File: config.mk
export PLATFORM = sky130hd
export DESIGN_NAME = bit_pattern_bind_parity
export DESIGN_NICKNAME = d
export VERILOG_FILES = /design/src/design/bpbp_pkg.sv /design/src/design/bpbp_scan.sv /design/src/design/bit_pattern_bind_parity.sv
export VERILOG_INCLUDE_DIRS = /design/src /design/src/design
export SDC_FILE = /design/constraint.sdc
export NUM_CORES = 1
export LEC_CHECK = 0
export BUFFER_PORTS_ARGS = -buffer_cell sky130_fd_sc_hd__buf_2
export CORE_MARGIN = 3
export CORE_UTILIZATION = 62
export DETAILED_ROUTE_END_ITERATION = 10
export PLACE_DENSITY = 0.85
export SLEW_MARGIN = 20
export SYNTH_ARGS = -nofsm -noshare
export SYNTH_HDL_FRONTEND = slang
export SYNTH_SLANG_ARGS = --single-unit
File: constraint.sdc
create_clock -name clk -period 8.15 [get_ports clk]
set_input_delay 1.63 -clock clk [delete_from_list [all_inputs] [get_ports clk]]
set_output_delay 1.63 -clock clk [all_outputs]
set_load 0.03 [all_outputs]
File: src/design/bit_pattern_bind_parity_macros.svh
// assertion helpers used by the rtl file bpbp_scan.sv
`ifndef BIT_PATTERN_BIND_PARITY_MACROS_SVH
`define BIT_PATTERN_BIND_PARITY_MACROS_SVH

`ifndef SYNTHESIS
// antecedent implies consequent in the same cycle
`define BPBP_ASSERT_NOW(label, ante, cons) \
  label: assert property (@(posedge clk) disable iff (!rst_n) (ante) |-> (cons)) \
    else $error("bpbp assertion failed");
// antecedent implies consequent in the next cycle
`define BPBP_ASSERT_NEXT(label, ante, cons) \
  label: assert property (@(posedge clk) disable iff (!rst_n) (ante) |=> (cons)) \
    else $error("bpbp assertion failed");
`else
`define BPBP_ASSERT_NOW(label, ante, cons)
`define BPBP_ASSERT_NEXT(label, ante, cons)
`endif

`endif

File: src/design/bpbp_pkg.sv
package bpbp_pkg;

  localparam int unsigned PATTERN_W   = 16;
  localparam int unsigned PLEN_W      = 5;
  localparam int unsigned GENE_W      = 64;
  localparam int unsigned GLEN_W      = 7;
  localparam int unsigned IN_TDATA_W  = 24;
  localparam int unsigned OUT_TDATA_W = 72;
  localparam int unsigned CFG_IDX_W   = 1;

  localparam logic [CFG_IDX_W-1:0] REG_GENE_BITS   = 1'b0;
  localparam logic [CFG_IDX_W-1:0] REG_GENE_LENGTH = 1'b1;

  localparam logic [GLEN_W-1:0] GENE_LENGTH_RST = 7'd64;

  typedef struct packed {
    logic start;
    logic clear;
    logic hold;
  } scan_cmd_t;

  typedef struct packed {
    logic busy;
    logic done;
  } scan_status_t;

endpackage

File: src/design/bpbp_scan.sv
`include "bit_pattern_bind_parity_macros.svh"

module bpbp_scan #(
  parameter int unsigned GENE_BITS    = 64,
  parameter int unsigned PATTERN_BITS = 16
) (
  input  logic                                clk,
  input  logic                                rst_n,
  input  bpbp_pkg::scan_cmd_t                 cmd,
  input  logic [bpbp_pkg::PATTERN_W-1:0]      pattern,
  input  logic [bpbp_pkg::PLEN_W-1:0]         plen,
  input  logic [bpbp_pkg::GENE_W-1:0]         gene,
  input  logic [bpbp_pkg::GLEN_W-1:0]         gene_len,
  output bpbp_pkg::scan_status_t              status,
  output logic [GENE_BITS-1:0]                occ_final,
  output logic                                active_final
);

  localparam int unsigned LW  = $clog2(GENE_BITS + 1);
  localparam int unsigned PLW = $clog2(PATTERN_BITS + 1);
  localparam logic [LW-1:0] LAST = LW'(GENE_BITS - 1);

  localparam logic ST_IDLE = 1'b0;
  localparam logic ST_RUN  = 1'b1;

  logic                    state_r, state_nxt;
  logic [LW-1:0]           off_r, off_nxt;
  logic [GENE_BITS-1:0]    gene_sh_r, gene_sh_nxt;
  logic [GENE_BITS-1:0]    occ_r, occ_nxt;
  logic [PATTERN_BITS-1:0] pat_r, pat_nxt;
  logic [PATTERN_BITS-1:0] pmask_r, pmask_nxt;
  logic [PLW-1:0]          plen_r, plen_nxt;
  logic [LW-1:0]           len_r, len_nxt;
  logic                    bind_r, bind_nxt;
  logic                    par_r, par_nxt;

  logic [bpbp_pkg::GLEN_W-1:0]          plen7, len7;
  logic [PATTERN_BITS-1:0]              pmask_w, pat_w;
  logic [PATTERN_BITS+bpbp_pkg::PATTERN_W-1:0] pat_ext;
  logic [GENE_BITS+PATTERN_BITS-1:0]    gene_ext, occ_ext;
  logic [PATTERN_BITS-1:0]              window, flip;
  logic [GENE_BITS-1:0]                 occ_mod, occ_rot;
  logic                                 hit, in_use, last, advance, par_step;

  // item setup: clamp lengths, build the pattern mask
  always_comb begin
    plen7 = ({2'b00, plen} > 7'(PATTERN_BITS)) ? 7'(PATTERN_BITS) : {2'b00, plen};
    len7  = (gene_len > 7'(GENE_BITS)) ? 7'(GENE_BITS) : gene_len;
    for (int i = 0; i < PATTERN_BITS; i++) begin
      pmask_w[i] = (7'(i) < plen7);
    end
    pat_ext = {{PATTERN_BITS{1'b0}}, pattern};
    pat_w   = pat_ext[PATTERN_BITS-1:0] & pmask_w;
  end

  // one offset per cycle unless held at the last offset: low bits of the shifted sequence form the window
  always_comb begin
    last     = (off_r == LAST);
    gene_ext = {{PATTERN_BITS{1'b0}}, gene_sh_r};
    window   = gene_ext[PATTERN_BITS-1:0] & pmask_r;
    hit      = bind_r && (window == pat_r)
               && ((8'(off_r) + 8'(plen_r)) <= 8'(len_r));
    flip     = hit ? pmask_r : '0;
    occ_ext  = {{PATTERN_BITS{1'b0}}, occ_r} ^ {{GENE_BITS{1'b0}}, flip};
    occ_mod  = occ_ext[GENE_BITS-1:0];
    occ_rot  = (occ_mod >> 1) | (occ_mod << (GENE_BITS - 1));
    // position off is final once its own offset is done
    in_use   = (off_r < len_r);
    par_step = par_r ^ (in_use & gene_sh_r[0] & ~occ_mod[0]);
    advance  = (state_r == ST_RUN) && (!last || !cmd.hold);
  end

  always_comb begin
    state_nxt   = state_r;
    off_nxt     = off_r;
    gene_sh_nxt = gene_sh_r;
    occ_nxt     = occ_r;
    pat_nxt     = pat_r;
    pmask_nxt   = pmask_r;
    plen_nxt    = plen_r;
    len_nxt     = len_r;
    bind_nxt    = bind_r;
    par_nxt     = par_r;
    case (state_r)
      ST_IDLE: begin
        if (cmd.start) begin
          state_nxt   = ST_RUN;
          off_nxt     = '0;
          gene_sh_nxt = gene[GENE_BITS-1:0];
          occ_nxt     = cmd.clear ? '0 : occ_r;
          pat_nxt     = pat_w;
          pmask_nxt   = pmask_w;
          plen_nxt    = plen7[PLW-1:0];
          len_nxt     = len7[LW-1:0];
          bind_nxt    = !cmd.clear && (plen7 != '0);
          par_nxt     = 1'b0;
        end
      end
      ST_RUN: begin
        if (advance) begin
          gene_sh_nxt = gene_sh_r >> 1;
          occ_nxt     = occ_rot;
          par_nxt     = par_step;
          if (last) begin
            state_nxt = ST_IDLE;
            off_nxt   = '0;
          end else begin
            off_nxt = off_r + LW'(1);
          end
        end
      end
      default: state_nxt = ST_IDLE;
    endcase
  end

  always_ff @(posedge clk) begin
    if (!rst_n) begin
      state_r <= ST_IDLE;
      off_r   <= '0;
      occ_r   <= '0;
      bind_r  <= 1'b0;
      par_r   <= 1'b0;
    end else begin
      state_r <= state_nxt;
      off_r   <= off_nxt;
      occ_r   <= occ_nxt;
      bind_r  <= bind_nxt;
      par_r   <= par_nxt;
    end
  end

  always_ff @(posedge clk) begin
    gene_sh_r <= gene_sh_nxt;
    pat_r     <= pat_nxt;
    pmask_r   <= pmask_nxt;
    plen_r    <= plen_nxt;
    len_r     <= len_nxt;
  end

  assign status.busy  = (state_r == ST_RUN);
  assign status.done  = advance && last;
  assign occ_final    = occ_rot;
  assign active_final = par_step;

  `BPBP_ASSERT_NEXT(a_start_runs, (state_r == ST_IDLE) && cmd.start, status.busy && (off_r == '0))
  `BPBP_ASSERT_NOW(a_idle_off_zero, !status.busy, off_r == '0)
  `BPBP_ASSERT_NEXT(a_stall_keeps_mask, status.busy && last && cmd.hold, $stable(occ_r) && status.busy)
  `BPBP_ASSERT_NOW(a_no_flip_on_clear, status.busy && !bind_r, flip == '0)

endmodule

File: src/design/bit_pattern_bind_parity.sv
// channel  | handshake                 | payload
// in_      | in_tvalid / in_tready     | tdata: pattern_bits, pattern_length; tuser: action
// out_     | out_tvalid / out_tready   | tdata: occupancy, active
// cfg_     | cfg_valid / cfg_ready     | cfg_index, cfg_data
//
// each item scans all GENE_BITS sequence offsets, one per cycle unless held at the last,
// starting the cycle after its accept edge; out_tvalid rises at the edge of the last offset
// in_tready is high only while the scan is idle, so no item is taken while one is scanning
// a held result does not block the next accept
// if the output register is still full at the last offset, the scan waits there
// rst_n is synchronous: mask cleared, gene_bits 0, gene_length 64

module bit_pattern_bind_parity #(
  parameter int unsigned GENE_BITS    = 64,
  parameter int unsigned PATTERN_BITS = 16
) (
  input  logic                                  clk,
  input  logic                                  rst_n,
  input  logic                                  in_tvalid,
  output logic                                  in_tready,
  // [15:0] pattern_bits, [20:16] pattern_length, [23:21] zero
  input  logic [bpbp_pkg::IN_TDATA_W-1:0]       in_tdata,
  // [0] action
  input  logic                                  in_tuser,
  output logic                                  out_tvalid,
  input  logic                                  out_tready,
  // [63:0] occupancy, [64] active, [71:65] zero
  output logic [bpbp_pkg::OUT_TDATA_W-1:0]      out_tdata,
  input  logic                                  cfg_valid,
  output logic                                  cfg_ready,
  input  logic [bpbp_pkg::CFG_IDX_W-1:0]        cfg_index,
  input  logic [bpbp_pkg::GENE_W-1:0]           cfg_data
);

  logic [bpbp_pkg::GENE_W-1:0] gene_bits_r;
  logic [bpbp_pkg::GLEN_W-1:0] gene_length_r;
  logic                        out_valid_r, out_valid_nxt;
  logic [bpbp_pkg::GENE_W-1:0] occ_out_r;
  logic                        active_out_r;

  bpbp_pkg::scan_cmd_t    cmd;
  bpbp_pkg::scan_status_t status;
  logic [GENE_BITS-1:0]   occ_final;
  logic                   active_final;

  assign cfg_ready = 1'b1;

  always_ff @(posedge clk) begin
    if (!rst_n) begin
      gene_bits_r   <= '0;
      gene_length_r <= bpbp_pkg::GENE_LENGTH_RST;
    end else if (cfg_valid) begin
      case (cfg_index)
        bpbp_pkg::REG_GENE_BITS:   gene_bits_r   <= cfg_data;
        bpbp_pkg::REG_GENE_LENGTH: gene_length_r <= cfg_data[bpbp_pkg::GLEN_W-1:0];
        default: ;
      endcase
    end
  end

  assign in_tready = !status.busy;
  assign cmd.start = in_tvalid && in_tready;
  assign cmd.clear = in_tuser;
  assign cmd.hold  = out_valid_r && !out_tready;

  bpbp_scan #(
    .GENE_BITS    (GENE_BITS),
    .PATTERN_BITS (PATTERN_BITS)
  ) u_scan (
    .clk          (clk),
    .rst_n        (rst_n),
    .cmd          (cmd),
    .pattern      (in_tdata[bpbp_pkg::PATTERN_W-1:0]),
    .plen         (in_tdata[bpbp_pkg::PATTERN_W +: bpbp_pkg::PLEN_W]),
    .gene         (gene_bits_r),
    .gene_len     (gene_length_r),
    .status       (status),
    .occ_final    (occ_final),
    .active_final (active_final)
  );

  always_comb begin
    out_valid_nxt = out_valid_r;
    if (status.done) begin
      out_valid_nxt = 1'b1;
    end else if (out_tready) begin
      out_valid_nxt = 1'b0;
    end
  end

  always_ff @(posedge clk) begin
    if (!rst_n) begin
      out_valid_r <= 1'b0;
    end else begin
      out_valid_r <= out_valid_nxt;
    end
  end

  always_ff @(posedge clk) begin
    if (status.done) begin
      occ_out_r    <= (bpbp_pkg::GENE_W)'(occ_final);
      active_out_r <= active_final;
    end
  end

  assign out_tvalid = out_valid_r;
  assign out_tdata  = {{(bpbp_pkg::OUT_TDATA_W - bpbp_pkg::GENE_W - 1){1'b0}},
                       active_out_r, occ_out_r};

endmodule

==> results.sh, run 1 <==
export IMPL_port_buffer_count=158
export IMPL_ys_seq_elements=318
export IMPL_dp_cells=1461
export IMPL_wl_per_cell_um=16.1
export IMPL_hold_depth=2
export IMPL_via_per_inst=5.51
export IMPL_drcViolationCount=0
export IMPL_ios=170
export IMPL_tightest_slew_ns=0.897
export IMPL_layout_common_cells="174 x nand2_1, 172 x edfxtp_1, 158 x buf_2, 145 x dfxtp_1, 80 x a21oi_1"
export IMPL_synth_edff_count=172
export IMPL_ir_worst_vdd_uv=200
export IMPL_cts_buffers=31
export IMPL_synth_ff_type="edfxtp_1"
export IMPL_yosysWarnings=0
export IMPL_htreeDepth=1
export IMPL_min_to="gene_bits_r[63]$_SDFFE_PN0P_"
export IMPL_ys_seq_area_frac=0.629
export IMPL_setup_slack_ns=4.19
export IMPL_clock_sinks=318
export IMPL_vias=8388
export IMPL_core_rowCount=52
export IMPL_final_hold_viol_count=0
export IMPL_cts_tree="yes"
export IMPL_antenna_found_initial=10
export IMPL_cts_hold_buf=0
export IMPL_grt_use_total=0.213
export IMPL_gp_congestion=0.840
export IMPL_slew_viol_final=0
export IMPL_grt_max_degree=71
export IMPL_path_class="flop to flop"
export IMPL_slew_limit_headroom=0.402
export IMPL_grt_pass1_vias=7831
export IMPL_ant_nets=0
export IMPL_yosysUniqueCellTypes=62
export IMPL_fillers=1360
export IMPL_worst_r2r_endpoint="u_scan.occ_r[12]$_SDFFE_PN0P_"
export IMPL_clkLatencyLatePin_ns=0.55
export IMPL_firstDrtPassIters=5
export IMPL_tns_ns=0
export IMPL_rrSetupSlack_ns=4.19
export IMPL_layout_drive_gt1_share=0.263
export IMPL_cts_setup_buffers=0
export IMPL_clkSlewWorstSetupHoldPaths_ns=0.06
export IMPL_cap_viol_max_count=0
export IMPL_dp_hpwl_um=16100
export IMPL_crit_fanout=30
export IMPL_drtIter0Drc=570
export IMPL_final_setup_skew_ns=0.0170
export IMPL_netlist_instances=1091
export IMPL_leakage_nw=5.79
export IMPL_cp_start_kind="flop"
export IMPL_synth_area_leaders="edfxtp_1 40%, dfxtp_1 23%, mux2_2 5.5%"
export IMPL_root_buffer="clkbuf_16"
export IMPL_post_route_period_util=0.485
export IMPL_yosysTopAreaCell="edfxtp_1"
export IMPL_core_area_um2=20300
export IMPL_reg2reg_depth=14
export IMPL_rsz0062_at_grt="false"
export IMPL_ys_async_sr_fraction=0
export IMPL_post_place_ws_ns=3.78
export IMPL_timing_rr_start="u_scan.off_r[0]$_SDFFE_PN0P_"
export IMPL_synth_area_um2=12900
export IMPL_min_path_type="flop to flop"
export IMPL_die_h_um=150
export IMPL_status="finished, final reports clean"
export IMPL_clockBufferDepth=3
export IMPL_grt_pass1_wl_um=38800
export IMPL_die_area_um2=22500
export IMPL_critPathBufInv=2
export IMPL_maxClockFrequency_ghz=0.253
export IMPL_slowest_stage="or4_1"
export IMPL_synth_top_area_frac=0.402
export IMPL_setup_violations=0
export IMPL_crit_family="simple AND/OR/NAND/NOR gates"
export IMPL_syn2layout_area_growth_pct=15.1
export IMPL_fin_nets=1339
export IMPL_syn_area_per_cell_um2=11.8
export IMPL_crit_chain="ha_1, inv_1, fa_1, inv_1, a21oi_1, o21ai_0, xor2_1, ha_1, a21oi_1, a21boi_1, o41ai_4, nand3_2, or4_1, o211ai_1"
export IMPL_postCtsResizedCells=0
export IMPL_routed_wirelength_um=24500
export IMPL_die_w_um=150
export IMPL_final_cells=1522
export IMPL_p_per_area_nw_per_um2=232
export IMPL_min_from="gene_bits_r[63]$_SDFFE_PN0P_"
export IMPL_overflow=0
export IMPL_start_util=0.633
export IMPL_worstPathRequired_ns=8.61
export IMPL_arrival_ns=4.41
export IMPL_slowest_delay_ns=0.65
export IMPL_finalCriticalPeriod_ns=3.96
export IMPL_endpoint_kind="flop"
export IMPL_final_common_cell="nand2_1"
routing by layer:
layer  vias up  GRT usage  share of wire
li1       4102          -              -
met3        55     0.0566          0.073
met5         -          0         0.0026
met1      3966      0.280           0.42
met4        14     0.0522          0.022
met2       251      0.355           0.48
area by class of cell:
cell class                 instances  area [um2]  area share
timing repair buffer             167         878      0.0594
clock buffer                      38         832      0.0562
sequential                       318        8090       0.547
tap                              270         338      0.0228
inverter                          40         153      0.0103
clock inverter                    20         223      0.0151
antenna                            3        7.51    0.000507
multi-input combinational        666        4280       0.289
worst register-to-register path, delay by kind of cell (launching register included):
kind	cells	cell delay [ns]
AND/OR/NAND/NOR	2	1.15
AO/OA/AOI/OAI	6	1.05
flip-flops	1	0.45
buffers and inverters	2	0.13
XOR/XNOR	1	0.20
adder cells (fa/ha/maj)	3	0.90
through the flow:
| step | instance area [um2] | power, W | hold WS (ns) | utilization |
|---|---|---|---|---|
| final | 14800 | 0.00344 | 0.450 | 0.729 |
| after global placement | 13700 | 0.00202 | 0.439 | 0.675 |
| after CTS | 14800 | 0.00346 | 0.453 | 0.729 |
| after floorplan | 12900 | 0.00197 | 0.430 | - |
| after detailed placement | 13700 | 0.00203 | 0.444 | 0.677 |
| after global routing | 14800 | 0.00356 | 0.475 | 0.729 |
synthesized netlist by cell type, types with 19 or more instances:
master,instances
mux2_2,63
ha_1,19
a21oi_1,80
inv_1,39
xor2_1,26
clkbuf_1,45
nand3_1,29
a22oi_1,49
nand2_1,174
nor2_1,79
dfxtp_1,146
edfxtp_1,172
report_power, final:
part / switching, W / internal, W
Combinational: 0.000128 / 0.0000834
Clock: 0.000582 / 0.000856
Sequential: 0.0000303 / 0.00176
cell families after synthesis:
kind of cell / synth area share
AOI/OAI and AO/OA: 0.0978
xor gates and xnor gates: 0.0287
adders and majority gates: 0.0201
buffers and inverters: 0.0416
DFF: 0.629
muxes: 0.0576
other: 0.000584
and+or+nand+nor: 0.124
state kept, by name (all words and copies together) (netlist names):
signal,cells
u_scan.state_r,1
u_scan.plen_r,5
u_scan.bind_r,1
active_out_r,1
gene_length_r,7
gene_bits_r,64
u_scan.pmask_r,15
out_tvalid,1
u_scan.occ_r,64
occ_out_r,64
u_scan.gene_sh_r,64
u_scan.len_r,7
u_scan.off_r,7
u_scan.pat_r,16
u_scan.par_r,1
worst max-delay path by stage:
stage                                             from                       endpoint  slack [ns]  depth (start not counted)
after floorplan                             out_tready         active_out_r$_DFFE_PP_        3.14                          2
after global placement                      out_tready   u_scan.occ_r[7]$_SDFFE_PN0P_        3.50                          8
after detailed placement                    out_tready  u_scan.occ_r[12]$_SDFFE_PN0P_        3.78                          9
after CTS                 u_scan.off_r[0]$_SDFFE_PN0P_  u_scan.occ_r[12]$_SDFFE_PN0P_        4.21                         14
after global routing      u_scan.off_r[0]$_SDFFE_PN0P_  u_scan.occ_r[12]$_SDFFE_PN0P_        3.90                         14
final                     u_scan.off_r[0]$_SDFFE_PN0P_  u_scan.occ_r[12]$_SDFFE_PN0P_        4.19                         14
No activity file was read; power rests on OpenSTA's default activity.
==> run 2, diff against run 1 <==
CORE_UTILIZATION = 52   (was 62)
PLACE_DENSITY = 0.76   (was 0.85)
clock period = 3.35 ns   (was 8.15 ns; I/O delays follow)
==> run 2 against run 1 <==
Against the previous run:
- clock skew grew 0.0011 ns
- maximum frequency grew 22%
- critical endpoint is now u_scan.occ_r[7]$_SDFFE_PN0P_
- global-route usage shrank 3.0 points
- core utilization shrank 10 points
- combinational power grew to 2.5 times the previous value
- largest cell class unchanged
==> results.sh, run 2 (synthesis gave the netlist of run 1 again) <==
export IMPL_status="finished, final reports clean"
export IMPL_clkSlewWorstSetupHoldPaths_ns=0.06
export IMPL_grt_max_degree=74
export IMPL_leakage_nw=5.84
export IMPL_fin_nets=1348
export IMPL_finalCriticalPeriod_ns=3.24
export IMPL_timing_rr_start="u_scan.plen_r[0]$_DFFE_PP_"
export IMPL_cp_num_cells=17
export IMPL_start_util=0.538
export IMPL_rsz0062_at_grt="false"
export IMPL_die_area_um2=26600
export IMPL_critPathBufInv=3
export IMPL_cp_start_kind="flop"
export IMPL_final_common_cell="nand2_1"
export IMPL_placed_area_um2=13900
export IMPL_final_hold_viol_count=0
export IMPL_min_from="cfg_data[22]"
export IMPL_clockBufferDepth=3
export IMPL_dp_hpwl_um=16700
export IMPL_crit_chain="ha_2, inv_1, fa_2, inv_2, a21oi_1, o21ai_2, a21o_1, nand2_2, xnor2_1, ha_1, nand3_1, o22a_2, o41ai_4, nand3_2, buf_12, or4_1, o211ai_2"
export IMPL_final_cells=1580
export IMPL_die_w_um=163
export IMPL_firstDrtPassIters=5
export IMPL_ir_worst_vdd_uv=426
export IMPL_die_h_um=163
export IMPL_arrival_ns=3.70
export IMPL_ant_nets=0
export IMPL_via_per_inst=5.24
export IMPL_syn2layout_area_growth_pct=16.3
export IMPL_vias=8281
export IMPL_grt_pass1_vias=7826
export IMPL_setup_violations=0
export IMPL_fin_area_um2=15000
export IMPL_final_setup_skew_ns=0.0181
export IMPL_dp_cells=1516
export IMPL_tightest_slew_ns=0.891
export IMPL_layout_drive_gt1_share=0.271
export IMPL_post_route_period_util=0.966
export IMPL_grt_pass1_wl_um=39800
export IMPL_root_buffer="clkbuf_16"
export IMPL_wl_per_cell_um=15.8
export IMPL_path_class="flop to flop"
export IMPL_slew_viol_final=0
export IMPL_min_path_type="input port to flop"
export IMPL_worst_r2r_endpoint="u_scan.occ_r[7]$_SDFFE_PN0P_"
export IMPL_core_area_um2=23900
export IMPL_overflow=0
export IMPL_worstPathRequired_ns=3.81
export IMPL_routed_wirelength_um=24900
export IMPL_p_per_area_nw_per_um2=551
export IMPL_endpoint_kind="flop"
export IMPL_cts_hold_buf=0
export IMPL_slew_limit_headroom=0.406
export IMPL_htreeDepth=1
export IMPL_crit_family="adder cells"
export IMPL_maxClockFrequency_ghz=0.309
export IMPL_power_total_w=0.00824
export IMPL_antenna_found_initial=9
export IMPL_critPathCapture="u_scan.occ_r[7]$_SDFFE_PN0P_"
export IMPL_cts_buffers=31
export IMPL_core_rowCount=56
export IMPL_grt_use_total=0.183
export IMPL_cp_startpoint="u_scan.plen_r[0]$_DFFE_PP_"
export IMPL_slowest_delay_ns=0.50
export IMPL_port_buffer_count=158
export IMPL_rrSetupSlack_ns=0.11
export IMPL_clkLatencyLatePin_ns=0.55
export IMPL_clock_sinks=318
export IMPL_drtIter0Drc=565
export IMPL_drcViolationCount=0
export IMPL_ios=170
export IMPL_gp_congestion=0.825
export IMPL_cts_tree="yes"
export IMPL_crit_fanout=30
export IMPL_reg2reg_depth=17
export IMPL_cap_viol_max_count=0
export IMPL_layout_common_cells="173 x nand2_1, 172 x edfxtp_1, 158 x buf_2, 143 x dfxtp_1, 79 x a21oi_1"
export IMPL_slowest_stage="or4_1"
[run 2: worst min-delay path: stages]
cell,delay (ns)
buf_2,0.09
nand2_1,0.04
a21oi_1,0.05
[run 2: power breakdown]
group          internal [W]  switching, W
clock               0.00196       0.00140
combinational      0.000211      0.000317
sequential          0.00428     0.0000716
total               0.00645       0.00179
[run 2: layout make-up]
type | count | area (um2)
diodes | 3 | 7.51
clock buffers | 49 | 883
clock inverters | 9 | 101
fillers | 1872 | 8940
inverters | 40 | 153
multi-input cells | 666 | 4310
flip-flops and latches | 318 | 8090
well taps | 319 | 399
repair buffers | 176 | 1000
[run 2: worst min path at each step]
stage | slack, ns | depth (start not counted) | endpoint
after floorplan | 0.43 | 0 | occ_out_r[62]$_DFFE_PP_
after global placement | 0.44 | 2 | gene_length_r[2]$_SDFFE_PN0P_
after detailed placement | 0.44 | 0 | occ_out_r[41]$_DFFE_PP_
after CTS | 0.33 | 3 | gene_bits_r[22]$_SDFFE_PN0P_
after global routing | 0.34 | 3 | gene_bits_r[54]$_SDFFE_PN0P_
final | 0.35 | 3 | gene_bits_r[22]$_SDFFE_PN0P_
[run 2: metrics by stage]
| step | setup TNS (ns) | hold WS [ns] | utilization | worst slack (ns) |
|---|---|---|---|---|
| global route | 0 | 0.342 | 0.626 | 0.00189 |
| detailed placement | -0.720 | 0.443 | 0.582 | -0.0700 |
| finish | 0 | 0.347 | 0.626 | 0.113 |
| global placement | 0 | 0.438 | 0.582 | 0.0324 |
| CTS | 0 | 0.330 | 0.623 | 0.0325 |
| floorplan | 0 | 0.430 | - | 0.133 |
[run 2: timing repair]
item	in CTS	in global routing
setup endpoints to repair	16	29
pin swaps	0	5
endpoints found under the hold margin	0	0
setup buffers	0	3
resized for setup	2	13
[run 2: routing by layer]
layer  part of all wire  GRT usage
met5             0.0032          0
met4              0.015     0.0311
met3              0.071     0.0459
met2               0.46      0.295
met1               0.45      0.257
==> run 3, diff against run 2 <==
--- a/config.mk
+++ b/config.mk
@@ -13,2 +13,3 @@
 export PLACE_DENSITY = 0.76
+export SKIP_LAST_GASP = 1
 export SLEW_MARGIN = 20
==> constraint.sdc (replaced) <==
create_clock -name clk -period 3.35 [get_ports clk]
set_input_delay 0.5025 -clock clk [delete_from_list [all_inputs] [get_ports clk]]
set_output_delay 0.5025 -clock clk [all_outputs]
set_load 0.03 [all_outputs]
==> run 3 against run 2 <==
Against the previous run:
- the run now ends with negative setup slack left
- register-to-register slack worse by 0.18 ns
- worst hold slack worse by 0.16 ns
- via count is 2.4% higher
- sequential share of layout area is 0.72 points lower
- largest power group unchanged
- clock power hardly changed
- global-route usage is 0.34 points higher
- die area stayed put
- critical path depth is 2 lower
- final cell count is 0.13% higher
- combinational power is 2% higher
- power is 0.30% lower
==> results.sh, run 3 (synthesis gave the netlist of run 1 again) <==
export IMPL_port_buffer_count=158
export IMPL_power_total_w=0.00821
export IMPL_crit_chain="ha_1, inv_1, fa_2, inv_1, a21oi_1, o21ai_2, xor2_1, ha_1, nand4_1, nor2_2, o41ai_4, buf_4, nand4_1, mux2_4, xor2_1"
export IMPL_fin_nets=1353
export IMPL_critPathCapture="active_out_r$_DFFE_PP_"
export IMPL_cap_viol_max_count=0
export IMPL_cts_tree="yes"
export IMPL_seqCellArea_um2=8090
export IMPL_status="complete, but fails checks"
export IMPL_grt_use_total=0.186
export IMPL_worst_r2r_endpoint="active_out_r$_DFFE_PP_"
export IMPL_root_buffer="clkbuf_16"
export IMPL_clkSlewWorstSetupHoldPaths_ns=0.06
export IMPL_timing_rr_start="u_scan.off_r[0]$_SDFFE_PN0P_"
export IMPL_final_util=0.634
export IMPL_placed_area_um2=13900
export IMPL_fin_area_um2=15200
export IMPL_finalCriticalPeriod_ns=3.41
export IMPL_fillers=1884
export IMPL_final_hold_viol_count=0
export IMPL_slowest_delay_ns=0.41
export IMPL_hold_depth=3
export IMPL_gp_congestion=0.823
export IMPL_slowest_stage="o41ai_4"
export IMPL_endpoint_kind="flop"
export IMPL_ir_worst_vdd_uv=340
export IMPL_tns_ns=-0.536
export IMPL_antenna_found_initial=8
export IMPL_maxClockFrequency_ghz=0.293
export IMPL_cp_start_kind="flop"
export IMPL_leakage_nw=5.90
export IMPL_crit_fanout=3
export IMPL_overflow=0
export IMPL_die_area_um2=26600
export IMPL_rsz0062_at_grt="true"
export IMPL_core_area_um2=23900
export IMPL_arrival_ns=3.72
export IMPL_reg2reg_depth=15
export IMPL_busiest_layer="met2"
export IMPL_violations="negative setup slack"
export IMPL_met1_usage=0.257
export IMPL_min_path_type="input port to flop"
export IMPL_routed_wirelength_um=25900
export IMPL_use_met2=0.297
export IMPL_seqPwrFrac=0.529
export IMPL_post_route_period_util=1.02
export IMPL_start_util=0.538
export IMPL_ant_nets=0
export IMPL_swShare=0.219
export IMPL_clockBufferDepth=3
export IMPL_dp_hpwl_um=16900
export IMPL_grt_util_met3=0.0436
export IMPL_via_per_inst=5.36
export IMPL_p_per_area_nw_per_um2=542
export IMPL_grt_max_degree=68
export IMPL_grt_pass1_vias=7979
export IMPL_vias=8479
export IMPL_p_comb_frac=0.066
export IMPL_die_w_um=163
export IMPL_wl_per_cell_um=16.3
export IMPL_multi_input_area_um2=4440
export IMPL_setup_slack_ns=-0.0639
export IMPL_ios=170
export IMPL_cp_startpoint="u_scan.off_r[0]$_SDFFE_PN0P_"
export IMPL_p_sw_w=0.00180
export IMPL_path_class="flop to flop"
export IMPL_core_rowCount=56
export IMPL_drtIter0Drc=577
export IMPL_die_h_um=163
export IMPL_worstPathRequired_ns=3.65
export IMPL_post_place_ws_ns=-0.0478
export IMPL_clkLatencyLatePin_ns=0.55
export IMPL_final_setup_skew_ns=0.00823
export IMPL_p_int_w=0.00641
export IMPL_clock_power_share=0.405
export IMPL_layout_common_cells="174 x nand2_1, 172 x edfxtp_1, 158 x buf_2, 144 x dfxtp_1, 79 x a21oi_1"
export IMPL_firstDrtPassIters=5
export IMPL_drcViolationCount=0
export IMPL_cts_buffers=31
export IMPL_clock_sinks=318
export IMPL_slew_viol_final=0
export IMPL_layout_drive_gt1_share=0.287
export IMPL_final_common_cell="nand2_1"
export IMPL_htreeDepth=1
export IMPL_tightest_slew_ns=0.928
export IMPL_cts_hold_buf=0
export IMPL_slew_limit_headroom=0.381
export IMPL_setup_violations=20
export IMPL_syn2layout_area_growth_pct=17.9
export IMPL_grt_pass1_wl_um=40500
export IMPL_rrSetupSlack_ns=-0.06
## run 3: changes by cell type in the layout (fill, tap and decap cells not counted), moves of 2 or more
| cell | delta |
|---|---|
| buf_4 | +2 |
| clkbuf_1 | -8 |
| clkbuf_16 | +2 |
| clkbuf_8 | +3 |
| clkinv_1 | +4 |
| diode_2 | -2 |
| nor2_1 | -15 |
| nor2_4 | +15 |
## run 3: area by class of cell
cell class              instances  share of cell area
well taps                     319              0.0263
multi-input cells             666               0.293
clock inverters                13             0.00611
flip-flops and latches        318               0.534
clock buffers                  44              0.0590
diodes                          1            0.000165
repair buffers                181              0.0714
inverters                      40              0.0101
## run 3: how the worst min path moves through the flow
| stage | from | end | slack [ns] |
|---|---|---|---|
| 2_1_floorplan | u_scan.occ_r[63]$_SDFFE_PN0P_ | occ_out_r[62]$_DFFE_PP_ | 0.43 |
| 3_3_place_gp | gene_length_r[2]$_SDFFE_PN0P_ | gene_length_r[2]$_SDFFE_PN0P_ | 0.44 |
| 3_5_place_dp | u_scan.occ_r[23]$_SDFFE_PN0P_ | occ_out_r[22]$_DFFE_PP_ | 0.44 |
| 4_1_cts | cfg_data[59] | gene_bits_r[59]$_SDFFE_PN0P_ | 0.17 |
| 5_1_grt | cfg_data[42] | gene_bits_r[42]$_SDFFE_PN0P_ | 0.19 |
| 6_report | cfg_data[55] | gene_bits_r[55]$_SDFFE_PN0P_ | 0.19 |
## run 3: timing repair
item	CTS	global route
setup endpoints to repair	18	34
pin swaps	3	20
resized for setup	1	45
setup buffers	0	4
cloned	0	3
## run 3: through the flow
step,instances,hold WS [ns]
after floorplan,1097,0.430
after detailed placement,1517,0.444
final,1582,0.190
after global placement,1517,0.440
after CTS,1574,0.169
after global routing,1582,0.190
## run 3: power by group through the flow
stage               Clock [W]  Sequential (W)  Combinational (W)
global route          0.00357         0.00436           0.000598
floorplan                   0         0.00440           0.000382
CTS                   0.00340         0.00435           0.000531
finish                0.00333         0.00435           0.000539
global placement            0         0.00442           0.000513
detailed placement          0         0.00443           0.000528
## run 3: layer usage
metal | routed length (um) | share of wire
met2 | 12100 | 0.47
met3 | 1790 | 0.069
met1 | 11200 | 0.43
met4 | 691 | 0.027
met5 | 82 | 0.0032
## run 3: worst max-delay path: cells and delay by family (launching register included)
kind | cells | cell delay [ns]
adder cells (fa/ha/maj) | 3 | 0.80
AO/OA/AOI/OAI | 3 | 0.65
AND/OR/NAND/NOR | 3 | 0.41
multiplexers | 1 | 0.36
flip-flops | 1 | 0.34
XOR/XNOR | 2 | 0.32
buffers and inverters | 3 | 0.29
